==> src/hdl/wheel_speed_limiter_assert.svh <==
// ----------------------------------------------------------------------------
// Wheel speed limiter assertion macros
// Concurrent check wrappers; define NO_ASSERTIONS to compile them away.
// ----------------------------------------------------------------------------
`ifndef WHEEL_SPEED_LIMITER_ASSERT_SVH
`define WHEEL_SPEED_LIMITER_ASSERT_SVH
`ifndef NO_ASSERTIONS
// Same-cycle implication under active-low reset.
`define WSL_ASSERT_IMP(label, clk, rst_n, ante, cons) \
    label: assert property (@(posedge clk) disable iff (!(rst_n)) (ante) |-> (cons)) \
        else $error("wsl: same-cycle check failed");
// Next-cycle implication under active-low reset.
`define WSL_ASSERT_NXT(label, clk, rst_n, ante, cons) \
    label: assert property (@(posedge clk) disable iff (!(rst_n)) (ante) |=> (cons)) \
        else $error("wsl: next-cycle check failed");
`else
`define WSL_ASSERT_IMP(label, clk, rst_n, ante, cons)
`define WSL_ASSERT_NXT(label, clk, rst_n, ante, cons)
`endif
`endif

==> src/hdl/wsl_pkg.sv <==
// ----------------------------------------------------------------------------
// Wheel speed limiter package
// Field widths, register codes, reset values and controller states.
// ----------------------------------------------------------------------------
package wsl_pkg;

    localparam int SPEED_WIDTH_DEF = 24;
    localparam int DIAM_W          = 16;
    localparam int LIMIT_W         = 20;
    localparam int TIME_W          = 16;
    localparam int CFG_IDX_W       = 2;
    localparam int CFG_DATA_W      = 20;
    // speed limit is compared against 2 * 4096 * max_linear_speed
    localparam int NUM_SHIFT       = 13;
    localparam int NUM_W           = LIMIT_W + NUM_SHIFT;
    localparam int BUD_W           = LIMIT_W + TIME_W;

    localparam logic [DIAM_W-1:0]  DIAM_RST  = 16'd1353;
    localparam logic [LIMIT_W-1:0] LIMIT_RST = 20'd4096;
    localparam logic [LIMIT_W-1:0] ACCEL_RST = 20'd20480;

    typedef enum logic [CFG_IDX_W-1:0] {
        CFG_WHEEL_DIAMETER   = 2'd0,
        CFG_MAX_LINEAR_SPEED = 2'd1,
        CFG_MAX_ACCELERATION = 2'd2
    } t_cfg_reg;

    typedef enum logic [2:0] {
        S_IDLE,
        S_MAG,
        S_MUL,
        S_CMP,
        S_DIV,
        S_DELTA,
        S_SLEW
    } t_state;

endpackage

==> src/hdl/wsl_cmd_if.sv <==
// ----------------------------------------------------------------------------
// Wheel command channel
// Valid/ready channel carrying both wheel commands and the step time.
// ----------------------------------------------------------------------------
interface wsl_cmd_if #(
    parameter int SPEED_WIDTH = wsl_pkg::SPEED_WIDTH_DEF
);
    import wsl_pkg::*;

    logic                          valid;
    logic                          ready;
    logic signed [SPEED_WIDTH-1:0] left_command;
    logic signed [SPEED_WIDTH-1:0] right_command;
    logic [TIME_W-1:0]             step_time;

    modport source (output valid, left_command, right_command, step_time, input ready);
    modport sink   (input valid, left_command, right_command, step_time, output ready);

endinterface

==> src/hdl/wsl_spd_if.sv <==
// ----------------------------------------------------------------------------
// Wheel speed channel
// Valid/ready channel carrying the two limited wheel speeds.
// ----------------------------------------------------------------------------
interface wsl_spd_if #(
    parameter int SPEED_WIDTH = wsl_pkg::SPEED_WIDTH_DEF
);
    logic                          valid;
    logic                          ready;
    logic signed [SPEED_WIDTH-1:0] left_speed;
    logic signed [SPEED_WIDTH-1:0] right_speed;

    modport source (output valid, left_speed, right_speed, input ready);
    modport sink   (input valid, left_speed, right_speed, output ready);

endinterface

==> src/hdl/wsl_smul.sv <==
// ----------------------------------------------------------------------------
// Wheel speed limiter serial multiplier
// Shift-add multiplier, one multiplier bit per cycle, MSB first.
// ----------------------------------------------------------------------------
module wsl_smul #(
    parameter int AW = wsl_pkg::SPEED_WIDTH_DEF,
    parameter int BW = wsl_pkg::DIAM_W
) (
    input  logic             i_clk,
    input  logic             i_rst_n,
    input  logic             i_start,
    input  logic [AW-1:0]    i_a,
    input  logic [BW-1:0]    i_b,
    output logic             o_done,
    output logic [AW+BW-1:0] o_product
);
    localparam int PW    = AW + BW;
    localparam int CNT_W = $clog2(BW);

    logic [PW-1:0]    r_acc;
    logic [PW-1:0]    n_acc;
    logic [AW-1:0]    r_a;
    logic [BW-1:0]    r_b;
    logic [CNT_W-1:0] r_cnt;
    logic             r_busy;
    logic             r_done;
    logic             n_done;

    // double the partial sum, add the multiplicand for a set bit
    assign n_acc  = {r_acc[PW-2:0], 1'b0} + (r_b[BW-1] ? PW'(r_a) : '0);
    assign n_done = r_busy && (r_cnt == '0) && !i_start;

    always_ff @(posedge i_clk) begin
        if (!i_rst_n) begin
            r_busy <= 1'b0;
            r_done <= 1'b0;
            r_cnt  <= '0;
        end else begin
            r_done <= n_done;
            if (i_start) begin
                r_busy <= 1'b1;
                r_cnt  <= CNT_W'(BW - 1);
            end else if (r_busy) begin
                r_cnt <= r_cnt - CNT_W'(1);
                if (r_cnt == '0) begin
                    r_busy <= 1'b0;
                end
            end
        end
    end

    always_ff @(posedge i_clk) begin
        if (i_start) begin
            r_acc <= '0;
            r_a   <= i_a;
            r_b   <= i_b;
        end else if (r_busy) begin
            r_acc <= n_acc;
            r_b   <= {r_b[BW-2:0], 1'b0};
        end
    end

    assign o_done    = r_done;
    assign o_product = r_acc;

endmodule

==> src/hdl/wsl_sdiv.sv <==
// ----------------------------------------------------------------------------
// Wheel speed limiter serial scaler
// floor(a * b / c) for b < c, taking the bits of a MSB first.
// ----------------------------------------------------------------------------
module wsl_sdiv #(
    parameter int AW = wsl_pkg::SPEED_WIDTH_DEF,
    parameter int CW = wsl_pkg::SPEED_WIDTH_DEF + wsl_pkg::DIAM_W
) (
    input  logic          i_clk,
    input  logic          i_rst_n,
    input  logic          i_start,
    input  logic [AW-1:0] i_a,
    input  logic [CW-1:0] i_b,
    input  logic [CW-1:0] i_c,
    output logic          o_done,
    output logic [AW-1:0] o_quotient
);
    localparam int CNT_W = $clog2(AW);

    logic [CW-1:0]    r_rem;
    logic [CW-1:0]    n_rem;
    logic [AW-1:0]    r_q;
    logic [AW-1:0]    n_q;
    logic [AW-1:0]    r_a;
    logic [CNT_W-1:0] r_cnt;
    logic             r_phase;
    logic             r_busy;
    logic             r_done;
    logic             n_done;
    logic [CW:0]      trial;
    logic [CW+1:0]    diff;
    logic             ge;

    // phase 0 doubles the remainder, phase 1 adds b for a set bit of a;
    // each phase ends with one conditional subtract of c
    always_comb begin
        if (r_phase) begin
            trial = r_a[AW-1] ? ({1'b0, r_rem} + {1'b0, i_b}) : {1'b0, r_rem};
        end else begin
            trial = {r_rem, 1'b0};
        end
        diff  = {1'b0, trial} - {2'b00, i_c};
        ge    = !diff[CW+1];
        n_rem = ge ? diff[CW-1:0] : trial[CW-1:0];
        n_q   = r_phase ? (r_q + AW'(ge)) : {r_q[AW-2:0], ge};
    end

    assign n_done = r_busy && r_phase && (r_cnt == '0) && !i_start;

    always_ff @(posedge i_clk) begin
        if (!i_rst_n) begin
            r_busy  <= 1'b0;
            r_done  <= 1'b0;
            r_phase <= 1'b0;
            r_cnt   <= '0;
        end else begin
            r_done <= n_done;
            if (i_start) begin
                r_busy  <= 1'b1;
                r_phase <= 1'b0;
                r_cnt   <= CNT_W'(AW - 1);
            end else if (r_busy) begin
                r_phase <= !r_phase;
                if (r_phase) begin
                    r_cnt <= r_cnt - CNT_W'(1);
                    if (r_cnt == '0) begin
                        r_busy <= 1'b0;
                    end
                end
            end
        end
    end

    always_ff @(posedge i_clk) begin
        if (i_start) begin
            r_rem <= '0;
            r_q   <= '0;
            r_a   <= i_a;
        end else if (r_busy) begin
            r_rem <= n_rem;
            r_q   <= n_q;
            if (r_phase) begin
                r_a <= {r_a[AW-2:0], 1'b0};
            end
        end
    end

    assign o_done     = r_done;
    assign o_quotient = r_q;

endmodule

==> src/hdl/wheel_speed_limiter.sv <==
// ----------------------------------------------------------------------------
// Wheel speed limiter
// Speed and slew-rate limiter for a differential drive, bit-serial datapath.
// Channels: i_cmd takes a transaction of left/right wheel commands and a step
// time; o_spd delivers one transaction of limited left/right speeds for each.
// Registers are written through i_cfg_we/i_cfg_idx/i_cfg_data; the user
// writes them only while idle, as the block does not enforce it. One
// transaction is in flight at a time and the next one is taken the cycle
// after the result loads. The pace is set by the serial multipliers (wheel
// diameter and step time bits) and, when speed scaling is needed, by the
// serial scaler that runs over the speed magnitude.
// The result sits in an output register: a new command is accepted while the
// result waits; a stalled receiver holds the next result in the slew stage.
// Reset (synchronous, active low) restores the register defaults, clears the
// stored previous speeds to zero and empties the output register.
// ----------------------------------------------------------------------------
`include "wheel_speed_limiter_assert.svh"

module wheel_speed_limiter #(
    parameter int SPEED_WIDTH = wsl_pkg::SPEED_WIDTH_DEF
) (
    input  logic                             i_clk,
    input  logic                             i_rst_n,
    input  logic                             i_cfg_we,
    input  logic [wsl_pkg::CFG_IDX_W-1:0]    i_cfg_idx,
    input  logic [wsl_pkg::CFG_DATA_W-1:0]   i_cfg_data,
    wsl_cmd_if.sink                          i_cmd,
    wsl_spd_if.source                        o_spd
);
    import wsl_pkg::*;

    localparam int W      = SPEED_WIDTH;
    localparam int DW     = W + 1;
    localparam int CW     = W + DIAM_W;
    localparam int CMP_W  = (CW > NUM_W) ? CW : NUM_W;
    localparam int SCMP_W = (DW + TIME_W > BUD_W) ? DW + TIME_W : BUD_W;

    // controller and configuration
    t_state             r_state;
    t_state             n_state;
    logic [DIAM_W-1:0]  r_diam;
    logic [LIMIT_W-1:0] r_maxlin;
    logic [LIMIT_W-1:0] r_maxacc;

    // per-wheel datapath, index 0 is left and 1 is right
    logic [W-1:0]      r_cmd  [2];
    logic [W-1:0]      r_mag  [2];
    logic [W-1:0]      r_tgt  [2];
    logic [W-1:0]      r_prev [2];
    logic [W-1:0]      r_out  [2];
    logic [DW-1:0]     r_dl   [2];
    logic [TIME_W-1:0] r_dt;
    logic              r_out_vld;

    logic [W-1:0]      in_cmd  [2];
    logic [W-1:0]      in_mag  [2];
    logic [W-1:0]      div_q   [2];
    logic              div_done[2];
    logic              dl_neg  [2];
    logic [DW-1:0]     dl_mag  [2];
    logic              over    [2];
    logic [DW-1:0]     prev_x  [2];
    logic [DW-1:0]     sum     [2];
    logic [DW-1:0]     pick    [2];
    logic [W-1:0]      res     [2];

    logic              in_ready;
    logic              mul_start;
    logic              div_start;
    logic              s_load;
    logic              out_free;
    logic              scale;
    logic [W-1:0]      mag_max;
    logic [NUM_W-1:0]  num;
    logic [CW-1:0]     den;
    logic [BUD_W-1:0]  budget;
    logic [DW-1:0]     step;
    logic              den_done;
    logic              bud_done;

    // ------------------------------------------------------------------
    // Input magnitudes, taken at acceptance
    // ------------------------------------------------------------------
    always_comb begin
        in_cmd[0] = i_cmd.left_command;
        in_cmd[1] = i_cmd.right_command;
        for (int k = 0; k < 2; k++) begin
            in_mag[k] = in_cmd[k][W-1] ? (~in_cmd[k] + W'(1)) : in_cmd[k];
        end
    end

    // ------------------------------------------------------------------
    // Serial multipliers: rim speed denominator and slew budget run
    // side by side over 16 bits each
    // ------------------------------------------------------------------
    assign mag_max = (r_mag[0] > r_mag[1]) ? r_mag[0] : r_mag[1];

    wsl_smul #(
        .AW (W),
        .BW (DIAM_W)
    ) u_den_mul (
        .i_clk     (i_clk),
        .i_rst_n   (i_rst_n),
        .i_start   (mul_start),
        .i_a       (mag_max),
        .i_b       (r_diam),
        .o_done    (den_done),
        .o_product (den)
    );

    wsl_smul #(
        .AW (LIMIT_W),
        .BW (TIME_W)
    ) u_bud_mul (
        .i_clk     (i_clk),
        .i_rst_n   (i_rst_n),
        .i_start   (mul_start),
        .i_a       (r_maxacc),
        .i_b       (r_dt),
        .o_done    (bud_done),
        .o_product (budget)
    );

    // scale when the larger rim speed exceeds the limit
    assign num   = {r_maxlin, {NUM_SHIFT{1'b0}}};
    assign scale = CMP_W'(den) > CMP_W'(num);

    // ------------------------------------------------------------------
    // Serial scalers, one per wheel; num < den whenever they run, so it
    // fits the divisor width
    // ------------------------------------------------------------------
    for (genvar g = 0; g < 2; g++) begin : g_lane
        wsl_sdiv #(
            .AW (W),
            .CW (CW)
        ) u_scale (
            .i_clk      (i_clk),
            .i_rst_n    (i_rst_n),
            .i_start    (div_start),
            .i_a        (r_mag[g]),
            .i_b        (CW'(num)),
            .i_c        (den),
            .o_done     (div_done[g]),
            .o_quotient (div_q[g])
        );
    end

    // ------------------------------------------------------------------
    // Slew limit: allowed step is budget / 2^16; a limited step moves
    // the previous output toward the target by that step
    // ------------------------------------------------------------------
    assign step = DW'(budget[BUD_W-1:TIME_W]);

    always_comb begin
        for (int k = 0; k < 2; k++) begin
            dl_neg[k] = r_dl[k][DW-1];
            dl_mag[k] = dl_neg[k] ? (~r_dl[k] + DW'(1)) : r_dl[k];
            over[k]   = SCMP_W'({dl_mag[k], {TIME_W{1'b0}}}) > SCMP_W'(budget);
            prev_x[k] = {r_prev[k][W-1], r_prev[k]};
            sum[k]    = dl_neg[k] ? (prev_x[k] - step) : (prev_x[k] + step);
            if ((r_dt != '0) && over[k]) begin
                pick[k] = sum[k];
            end else begin
                pick[k] = {r_tgt[k][W-1], r_tgt[k]};
            end
            // saturate to the field range
            if (pick[k][DW-1] != pick[k][DW-2]) begin
                res[k] = pick[k][DW-1] ? {1'b1, {(W-1){1'b0}}} : {1'b0, {(W-1){1'b1}}};
            end else begin
                res[k] = pick[k][W-1:0];
            end
        end
    end

    // ------------------------------------------------------------------
    // Controller
    // ------------------------------------------------------------------
    assign out_free = !r_out_vld || o_spd.ready;

    always_comb begin
        n_state = r_state;
        unique case (r_state)
            S_IDLE: begin
                if (i_cmd.valid) begin
                    n_state = S_MAG;
                end
            end
            S_MAG: begin
                n_state = S_MUL;
            end
            S_MUL: begin
                if (den_done) begin
                    n_state = S_CMP;
                end
            end
            S_CMP: begin
                n_state = scale ? S_DIV : S_DELTA;
            end
            S_DIV: begin
                if (div_done[0]) begin
                    n_state = S_DELTA;
                end
            end
            S_DELTA: begin
                n_state = S_SLEW;
            end
            S_SLEW: begin
                if (out_free) begin
                    n_state = S_IDLE;
                end
            end
            default: begin
                n_state = S_IDLE;
            end
        endcase
    end

    always_comb begin
        in_ready  = (r_state == S_IDLE);
        mul_start = (r_state == S_MAG);
        div_start = (r_state == S_CMP) && scale;
        s_load    = (r_state == S_SLEW) && out_free;
    end

    // control state, configuration and stored previous speeds
    always_ff @(posedge i_clk) begin
        if (!i_rst_n) begin
            r_state   <= S_IDLE;
            r_diam    <= DIAM_RST;
            r_maxlin  <= LIMIT_RST;
            r_maxacc  <= ACCEL_RST;
            r_prev[0] <= '0;
            r_prev[1] <= '0;
            r_out_vld <= 1'b0;
        end else begin
            r_state <= n_state;
            if (i_cfg_we) begin
                unique case (i_cfg_idx)
                    CFG_WHEEL_DIAMETER:   r_diam   <= i_cfg_data[DIAM_W-1:0];
                    CFG_MAX_LINEAR_SPEED: r_maxlin <= i_cfg_data[LIMIT_W-1:0];
                    CFG_MAX_ACCELERATION: r_maxacc <= i_cfg_data[LIMIT_W-1:0];
                    default: begin
                        // drop writes to unmapped indexes
                    end
                endcase
            end
            if (s_load) begin
                r_prev[0] <= res[0];
                r_prev[1] <= res[1];
                r_out_vld <= 1'b1;
            end else if (o_spd.ready) begin
                r_out_vld <= 1'b0;
            end
        end
    end

    // payload
    always_ff @(posedge i_clk) begin
        if (i_cmd.valid && in_ready) begin
            r_dt <= i_cmd.step_time;
        end
        for (int k = 0; k < 2; k++) begin
            if (i_cmd.valid && in_ready) begin
                r_cmd[k] <= in_cmd[k];
                r_mag[k] <= in_mag[k];
            end
            if ((r_state == S_CMP) && !scale) begin
                r_tgt[k] <= r_cmd[k];
            end
            if ((r_state == S_DIV) && div_done[0]) begin
                // restore the command sign on the scaled magnitude
                r_tgt[k] <= r_cmd[k][W-1] ? (~div_q[k] + W'(1)) : div_q[k];
            end
            if (r_state == S_DELTA) begin
                r_dl[k] <= {r_tgt[k][W-1], r_tgt[k]} - {r_prev[k][W-1], r_prev[k]};
            end
            if (s_load) begin
                r_out[k] <= res[k];
            end
        end
    end

    assign i_cmd.ready       = in_ready;
    assign o_spd.valid       = r_out_vld;
    assign o_spd.left_speed  = r_out[0];
    assign o_spd.right_speed = r_out[1];

    // ------------------------------------------------------------------
    // Checks
    // ------------------------------------------------------------------
    `WSL_ASSERT_IMP(a_mul_sync, i_clk, i_rst_n, (r_state == S_MUL) && den_done, bud_done)
    `WSL_ASSERT_IMP(a_div_sync, i_clk, i_rst_n, div_done[0], div_done[1])
    `WSL_ASSERT_IMP(a_div_in_state, i_clk, i_rst_n, div_done[0] || div_done[1], r_state == S_DIV)
    `WSL_ASSERT_IMP(a_no_overwrite, i_clk, i_rst_n, s_load, !r_out_vld || o_spd.ready)
    `WSL_ASSERT_NXT(a_prev_tracks, i_clk, i_rst_n, s_load, (r_prev[0] == r_out[0]) && (r_prev[1] == r_out[1]))

endmodule
==> src/flat_wrapper.sv <==
// flat-port wrapper written by rule: the top's interface ports become plain ports
module wheel_speed_limiter_flat import wsl_pkg::*;
#(
    parameter int SPEED_WIDTH = wsl_pkg::SPEED_WIDTH_DEF
)
  (i_clk, i_rst_n, i_cfg_we, i_cfg_idx, i_cfg_data, i_cmd_valid, i_cmd_left_command, i_cmd_right_command, i_cmd_step_time, i_cmd_ready, o_spd_valid, o_spd_left_speed, o_spd_right_speed, o_spd_ready);
  wsl_cmd_if #(.SPEED_WIDTH(SPEED_WIDTH)) i_cmd_i ();
  wsl_spd_if #(.SPEED_WIDTH(SPEED_WIDTH)) o_spd_i ();
  input  logic i_clk;
  input  logic i_rst_n;
  input  logic i_cfg_we;
  input  logic [wsl_pkg::CFG_IDX_W-1:0] i_cfg_idx;
  input  logic [wsl_pkg::CFG_DATA_W-1:0] i_cfg_data;
  input wire logic [$bits(i_cmd_i.valid)-1:0] i_cmd_valid;
  input wire logic [$bits(i_cmd_i.left_command)-1:0] i_cmd_left_command;
  input wire logic [$bits(i_cmd_i.right_command)-1:0] i_cmd_right_command;
  input wire logic [$bits(i_cmd_i.step_time)-1:0] i_cmd_step_time;
  output wire logic [$bits(i_cmd_i.ready)-1:0] i_cmd_ready;
  output wire logic [$bits(o_spd_i.valid)-1:0] o_spd_valid;
  output wire logic [$bits(o_spd_i.left_speed)-1:0] o_spd_left_speed;
  output wire logic [$bits(o_spd_i.right_speed)-1:0] o_spd_right_speed;
  input wire logic [$bits(o_spd_i.ready)-1:0] o_spd_ready;
  assign i_cmd_i.valid = i_cmd_valid;
  assign i_cmd_i.left_command = i_cmd_left_command;
  assign i_cmd_i.right_command = i_cmd_right_command;
  assign i_cmd_i.step_time = i_cmd_step_time;
  assign i_cmd_ready = i_cmd_i.ready;
  assign o_spd_valid = o_spd_i.valid;
  assign o_spd_left_speed = o_spd_i.left_speed;
  assign o_spd_right_speed = o_spd_i.right_speed;
  assign o_spd_i.ready = o_spd_ready;
  wheel_speed_limiter #(.SPEED_WIDTH(SPEED_WIDTH)) u_core (.i_clk(i_clk), .i_rst_n(i_rst_n), .i_cfg_we(i_cfg_we), .i_cfg_idx(i_cfg_idx), .i_cfg_data(i_cfg_data), .i_cmd(i_cmd_i), .o_spd(o_spd_i));
endmodule
==> config.mk <==
export PLATFORM = sky130hd
export DESIGN_NAME = wheel_speed_limiter_flat
export DESIGN_NICKNAME = d
export VERILOG_FILES = /design/src/hdl/wsl_pkg.sv /design/src/hdl/wsl_cmd_if.sv /design/src/hdl/wsl_spd_if.sv /design/src/hdl/wsl_smul.sv /design/src/hdl/wsl_sdiv.sv /design/src/hdl/wheel_speed_limiter.sv /design/src/flat_wrapper.sv
export VERILOG_INCLUDE_DIRS = /design/src /design/src/hdl
export SDC_FILE = /design/constraint.sdc
export NUM_CORES = 2
export LEC_CHECK = 0
export ABC_AREA = 0
export BUFFER_PORTS_ARGS = -buffer_cell sky130_fd_sc_hd__buf_2
export CAP_MARGIN = 20
export CORE_MARGIN = 5
export CORE_UTILIZATION = 34
export DETAILED_ROUTE_END_ITERATION = 7
export GPL_TIMING_DRIVEN = 0
export SKIP_LAST_GASP = 1
export SYNTH_ARGS = -nofsm -noshare
export SYNTH_HDL_FRONTEND = slang
export SYNTH_HIERARCHICAL = 1
export SYNTH_SLANG_ARGS = --single-unit
export TNS_END_PERCENT = 50
==> constraint.sdc <==
create_clock -name i_clk -period 8.5 [get_ports i_clk]
set_input_delay 1.7 -clock i_clk [delete_from_list [all_inputs] [get_ports i_clk]]
set_output_delay 1.7 -clock i_clk [all_outputs]
set_load 0.02 [all_outputs]
Word level (Yosys, flattened, before mapping) --
Memory sizes are Yosys's and may differ from the RTL's. Cells that the tools add are included.
Storage, ports and cells: register bits 430, RAM bits 290, input bits 91, memories 6, output and inout bits 50
Cells by class: add/sub/neg operators 24, $lt $le $gt $ge 4, equality and inequality tests 14, multiplexer cells 84, reduce and logical (&&, ||, !) cells 44, bitwise operators 11
Memories:
- u_core.r_dl | words 2, width 25, rd ports 2, clocked after Yosys merged registers in 0, wr ports 2, line wheel_speed_limiter.sv:51 | logic [DW-1:0] r_dl [2];
- u_core.r_cmd | words 2, width 24, rd ports 2, clocked after Yosys merged registers in 0, wr ports 2, line wheel_speed_limiter.sv:46 | logic [W-1:0] r_cmd [2];
- u_core.r_mag | words 2, width 24, rd ports 2, clocked after Yosys merged registers in 0, wr ports 2, line wheel_speed_limiter.sv:47 | logic [W-1:0] r_mag [2];
- u_core.r_out | words 2, width 24, rd ports 2, clocked after Yosys merged registers in 0, wr ports 2, line wheel_speed_limiter.sv:50 | logic [W-1:0] r_out [2];
- u_core.r_prev | words 2, width 24, rd ports 2, clocked after Yosys merged registers in 0, wr ports 2, line wheel_speed_limiter.sv:49 | logic [W-1:0] r_prev [2];
- u_core.r_tgt | words 2, width 24, rd ports 2, clocked after Yosys merged registers in 0, wr ports 2, line wheel_speed_limiter.sv:48 | logic [W-1:0] r_tgt [2];
Operator list (count):
- two-way mux 24 bit | 22
- two-way mux 41 bit | 4
- two-way mux 25 bit | 6
- adder 24 x 1 -> 24 bit (second input constant) | 4
- inverter 24 bit | 4
- subtractor 41 x 40 -> 42 bit | 2
- adder 40 x 33 -> 41 bit | 2
- > comparator 41 x 36 -> 1 bit | 2
- two-way mux 40 bit | 2
- two-way mux 16 bit | 4
- adder 24 x 21 -> 25 bit | 2
- adder 25 x 1 -> 25 bit (second input constant) | 2
- inverter 25 bit | 2
- subtractor 24 x 21 -> 25 bit | 2
- subtractor 24 x 24 -> 25 bit | 2
- adder 24 x 1 -> 24 bit | 2
- adder 40 bit | 1
- > comparator 40 x 33 -> 1 bit | 1
- adder 36 bit | 1
- two-way mux 1 bit | 30
- two-way mux 5 bit | 6
- > comparator 24 bit | 1
- one-hot mux 3 bit (7 select lines) | 1
- two-way mux 20 bit | 1
- 26 further kinds | 75

Depth between registers and ports, before layout --
An unclocked memory read counts as a cell.
depth after elaboration 10, gate-level depth with buffers 35, gate-level depth less buffers 33

Modules after synthesis --
The synthesis kept the hierarchy.
Modules (own cells, without submodules):
- wheel_speed_limiter | instances 1, cells each 2463, area each 24030.5 um^2
- wsl_sdiv (u_core.g_lane[1].u_scale) | instances 1, cells each 1288, area each 9959.6 um^2
- wsl_sdiv (u_core.g_lane[0].u_scale) | instances 1, cells each 1274, area each 9643.0 um^2
- wsl_smul (u_core.u_den_mul) | instances 1, cells each 463, area each 4655.7 um^2
- wsl_smul (u_core.u_bud_mul) | instances 1, cells each 422, area each 4244.1 um^2

Least setup slack after synthesis --
Ideal clock, no wire load.
path type register to register, start point reg u_core.r_maxlin[6], end point reg u_core.g_lane[0].u_scale.r_q[20], stages on the path, launching flop included 32, required time 8.372 ns, period minus slack after synthesis 6.188 ns, path slack 2.312 ns, arrival 6.061 ns, cells stage by stage dfxtp_1 > ha_1 > a21oi_1 > o22a_1 > nand3_1 > or3_1 > nand4_1 > nand2_1 > a41oi_1 > xor2_1 > o21a_1 > inv_1 > ha_1 > clkbuf_1 > nand4_1 > o32ai_1 > a311oi_2 > a221oi_2 > nor3_4 > inv_4 > buf_4 > ha_1 > ha_1 > nand2_1 > or3_1 > nor2_1 > and4_1 > nand3_1 > or2_2 > a22o_1 > a22oi_1 > nor2_1
On the way: cells in the longest elaborated chain, start to end 7, elaborated cells on any way between the ends 9, classes of those cells add/sub (3); order compare (1); mux (3); reduce/logical (2)
Ends and longest elaborated chain:
- start, declared | line wheel_speed_limiter.sv:42 | logic [LIMIT_W-1:0] r_maxlin;
- start signal, assigned | line wheel_speed_limiter.sv:240 | CFG_MAX_LINEAR_SPEED: r_maxlin <= i_cfg_data[LIMIT_W-1:0];
- adder 40 x 33 -> 41 bit | line wsl_sdiv.sv:38 | trial = r_a[AW-1] ? ({1'b0, r_rem} + {1'b0, i_b}) : {1'b0, r_rem};
- two-way mux 41 bit | line wsl_sdiv.sv:38
- two-way mux 41 bit | line wsl_sdiv.sv:37 | if (r_phase) begin
- subtractor 41 x 40 -> 42 bit | line wsl_sdiv.sv:42 | diff = {1'b0, trial} - {2'b00, i_c};
- zero test 1 bit | line wsl_sdiv.sv:43 | ge = !diff[CW+1];
- adder 24 x 1 -> 24 bit | line wsl_sdiv.sv:45 | n_q = r_phase ? (r_q + AW'(ge)) : {r_q[AW-2:0], ge};
- two-way mux 24 bit | line wsl_sdiv.sv:45
- end signal, assigned | line wsl_sdiv.sv:81 | r_q <= n_q;
- end, declared | line wsl_sdiv.sv:22 | logic [AW-1:0] r_q;
Several ways; a longest one is shown, not always the timed one. A chain may end at the register's enable or synchronous reset.

Worst setup path after layout --
start point reg u_core.g_lane[0].u_scale.r_phase, end point reg u_core.g_lane[0].u_scale.r_q[20]
On the way: cells in the longest elaborated chain, start to end 5
Ends and longest elaborated chain:
- start, declared | line wsl_sdiv.sv:26 | logic r_phase;
- start signal, assigned | line wsl_sdiv.sv:63 | r_phase <= !r_phase;
- two-way mux 41 bit | line wsl_sdiv.sv:37
- subtractor 41 x 40 -> 42 bit | line wsl_sdiv.sv:42
- zero test 1 bit | line wsl_sdiv.sv:43
- adder 24 x 1 -> 24 bit | line wsl_sdiv.sv:45
- two-way mux 24 bit (*) | line wsl_sdiv.sv:45
Every way passes the cells marked *; elsewhere a longest branch is shown, timed or not.

==> out/qor.yml <==
clocking:
  cts_tree: "yes"
  cts_resized: 0
  clock_sinks: 718
  cts_hold_buf: 0
  clk_latency_ns: 0.70
  clk_pin_slew_ns: 0.06
  h-tree-depth: 3
  cts.path.max_buffers: 3
  post-cts-setup-buffers: 0
  cts-root-buf: "clkbuf_16"
  cts_buffers: 86
pwr:
  powerDensity_mw_per_mm2: 386
  ir_worst_vdd_v: 0.000204
  leakagePower_nw: 22.6
grt:
  grt_max_degree: 62
  grt_pass1_vias: 44400
  grt_pass1_wl_um: 272000
  antenna_found_initial: 34
  grt.total_usage_pct: 21.5
  grt.overflow.total: 0
detailed_routing:
  drc: 0
  post_drt_wl_per_cell_um: 21.9
  drt-total-wl_um: 182000
  ant_nets: 0
  dr.pass1.iters: 6
  via_per_inst: 5.61
  via_count: 46700
  drt_iter0_markers: 4142
setup_path:
  startpoint_type: "flip-flop"
  cp-end-kind: "flip-flop"
  slowest_stage: "clkdlybuf4s15_1"
  crit_arrival_ns: 8.62
  cpPeakStageDelay_ns: 0.82
  path_buf_inv: 6
  rr_worst_depth: 27
  cp_num_cells: 27
  reg2reg_from: "u_core/g_lane[0].u_scale/r_phase$_SDFFE_PP0P_"
  critPathKind: "reg -> reg"
  rrSetupSlack_ns: 0.40
  r2r_end: "u_core/g_lane[0].u_scale/o_quotient[20]$_SDFFE_PP0P_"
  crit_fanout: 10
  required_ns: 9.03
  cp_top_family: "buffers and inverters"
sta:
  min_period_ns: 8.10
  fin_crit_sh_pct: 95.3
  rsz0062_at_grt: "no"
  finalSetupViolCount: 0
  holdWs_ns: 0.429
  relSlewSlack_pct: 18.8
  finClkSkew_ns: 0.0430
  worst_pin_slew_ns: 1.21
  slew_viol_final: 0
  fmax_ghz: 0.124
  finalWorstSetupSlack_ns: 0.403
  final-hold-violation-count: 0
placed_design:
  gp_congestion: 0.965
  dpl.hpwl_um: 144000
  io_buffers: 140
  dp_slack_ns: 0.453
  dp.cells: 8138
  place_area_mm2: 0.0561
floorplan:
  die_y_um: 403
  die_x_um: 403
  ios: 141
  coreArea_mm2: 0.154
  num_rows: 144
  initial_utilization_pct: 34.1
  die_area_mm2: 0.162
finish:
  area_delta_synth_final_pct: 12.3
  final_cell_area_mm2: 0.0589
  nFillCells: 15500
  layout.cells.non_filler: 8314
  fin_util_pct: 38.3
  drive_gt1_share_pct: 9.16
  layout.nets: 6683
worst_hold_path:
  holdPathEnd: "u_core/u_bud_mul/r_a[7]$_DFFE_PP_"
  worstHoldStart: "u_core/r_maxacc[7]$_SDFFE_PN0P_"
  min_path_cells: 0
  holdCritPathClass: "reg -> reg"
synth:
  ys_warn_count: 6
  synth.avg_cell_area_um2: 8.89
  syn-instance-count: 5905
  syn-cell-area_mm2: 0.0525
run_status:
  run_status: "completed"
flow_run:
  maxCapViolations: 0
## per-stage QoR
step | total power [W] | setup TNS (ns)
floorplan | 0.0150 | 0
global placement | 0.0187 | -40.60
detailed placement | 0.0187 | 0
CTS | 0.0225 | 0
global route | 0.0243 | 0
finish | 0.0227 | 0
## worst max path at each step
stage	from	endpoint	slack, ns
2_1_floorplan	u_core/r_maxlin[6]$_SDFFE_PN0P_	u_core/g_lane[0].u_scale/o_quotient[20]$_SDFFE_PP0P_	2.31
3_3_place_gp	o_spd_ready	u_core/r_prev[0][21]$_SDFFCE_PN0P_	-0.75
3_5_place_dp	u_core/g_lane[0].u_scale/r_phase$_SDFFE_PP0P_	u_core/g_lane[0].u_scale/o_quotient[20]$_SDFFE_PP0P_	0.45
4_1_cts	u_core/g_lane[0].u_scale/r_phase$_SDFFE_PP0P_	u_core/g_lane[0].u_scale/o_quotient[20]$_SDFFE_PP0P_	0.38
5_1_grt	u_core/g_lane[0].u_scale/r_phase$_SDFFE_PP0P_	u_core/g_lane[0].u_scale/o_quotient[20]$_SDFFE_PP0P_	0.08
6_report	u_core/g_lane[0].u_scale/r_phase$_SDFFE_PP0P_	u_core/g_lane[0].u_scale/o_quotient[20]$_SDFFE_PP0P_	0.40
## layout make-up
type	count	area [um^2]	area share, %
plain buffers	249	1120	1.90
inverters	341	1280	2.18
flip-flops and latches	718	18700	31.7
well taps	2044	2560	4.34
clock inverters	46	439	0.745
repair buffers	149	876	1.49
clock buffers	112	2320	3.94
multi-input cells	4638	31600	53.7
diodes	17	42.5	0.0722
## registers in the layout, summed over array words and instances (netlist names), 20 cells and up
name and flops:
u_core/r_maxacc 20, u_core/u_bud_mul/r_a 20, u_core/g_lane.u_scale/r_a 48, u_core/r_mag 46, u_core/r_maxlin 20, u_core/r_tgt 48
u_core/r_cmd 48, u_core/u_den_mul/r_a 24, u_core/r_prev 48, u_core/u_bud_mul/o_product 36, u_core/r_dl 50, u_core/r_out 48
u_core/g_lane.u_scale/o_quotient 48, u_core/g_lane.u_scale/r_rem 80, u_core/u_den_mul/o_product 40
## layout by cell type, fill, tap and decap left out, types with 87 or more instances in the layout
master and count:
nand3_1 122, xnor2_1 288, clkbuf_1 201, a21o_1 133, edfxtp_1 428, mux2_2 105, ha_1 399, nor2_1 476
mux2i_1 87, inv_1 338, nand2_1 639, o21ai_0 325, a21oi_1 404, xor2_1 126, dfxtp_1 290, clkbuf_16 88
nor3_1 91, buf_2 164
## per-layer routing
layer  share of wire [%]  GRT usage, %
met4                 4.3          8.60
met2                  46          35.8
met5               0.020             0
met1                  42          27.7
met3                 6.9          3.79
## report_power, final
group,internal [W],switching [W]
registers,0.00454,0.000858
clock network,0.00207,0.00160
logic,0.00522,0.00843
total,0.0118,0.0109
## worst register-to-register path, cell delays in order, from the launching register on
cell and delay, ns:
dfxtp_1 0.33, clkbuf_1 0.25, inv_1 0.20, clkbuf_1 0.68
clkdlybuf4s15_1 0.83, a211oi_1 0.11, a21o_1 0.23, ha_1 0.38
nand2_1 0.07, nor2_1 0.19, nand2_1 0.10, o311ai_2 0.77
a311oi_2 0.33, a221oi_2 0.43, nor3_4 0.15, inv_4 0.19
buf_4 0.27, ha_1 0.22, ha_1 0.20, nand2_1 0.13
or3_1 0.42, nor2_1 0.24, and4_1 0.29, nand3_1 0.15
or2_2 0.33, a22o_1 0.23, a22oi_1 0.18, nor2_1 0.05
Note: power is estimated with default switching activity, not from simulation.
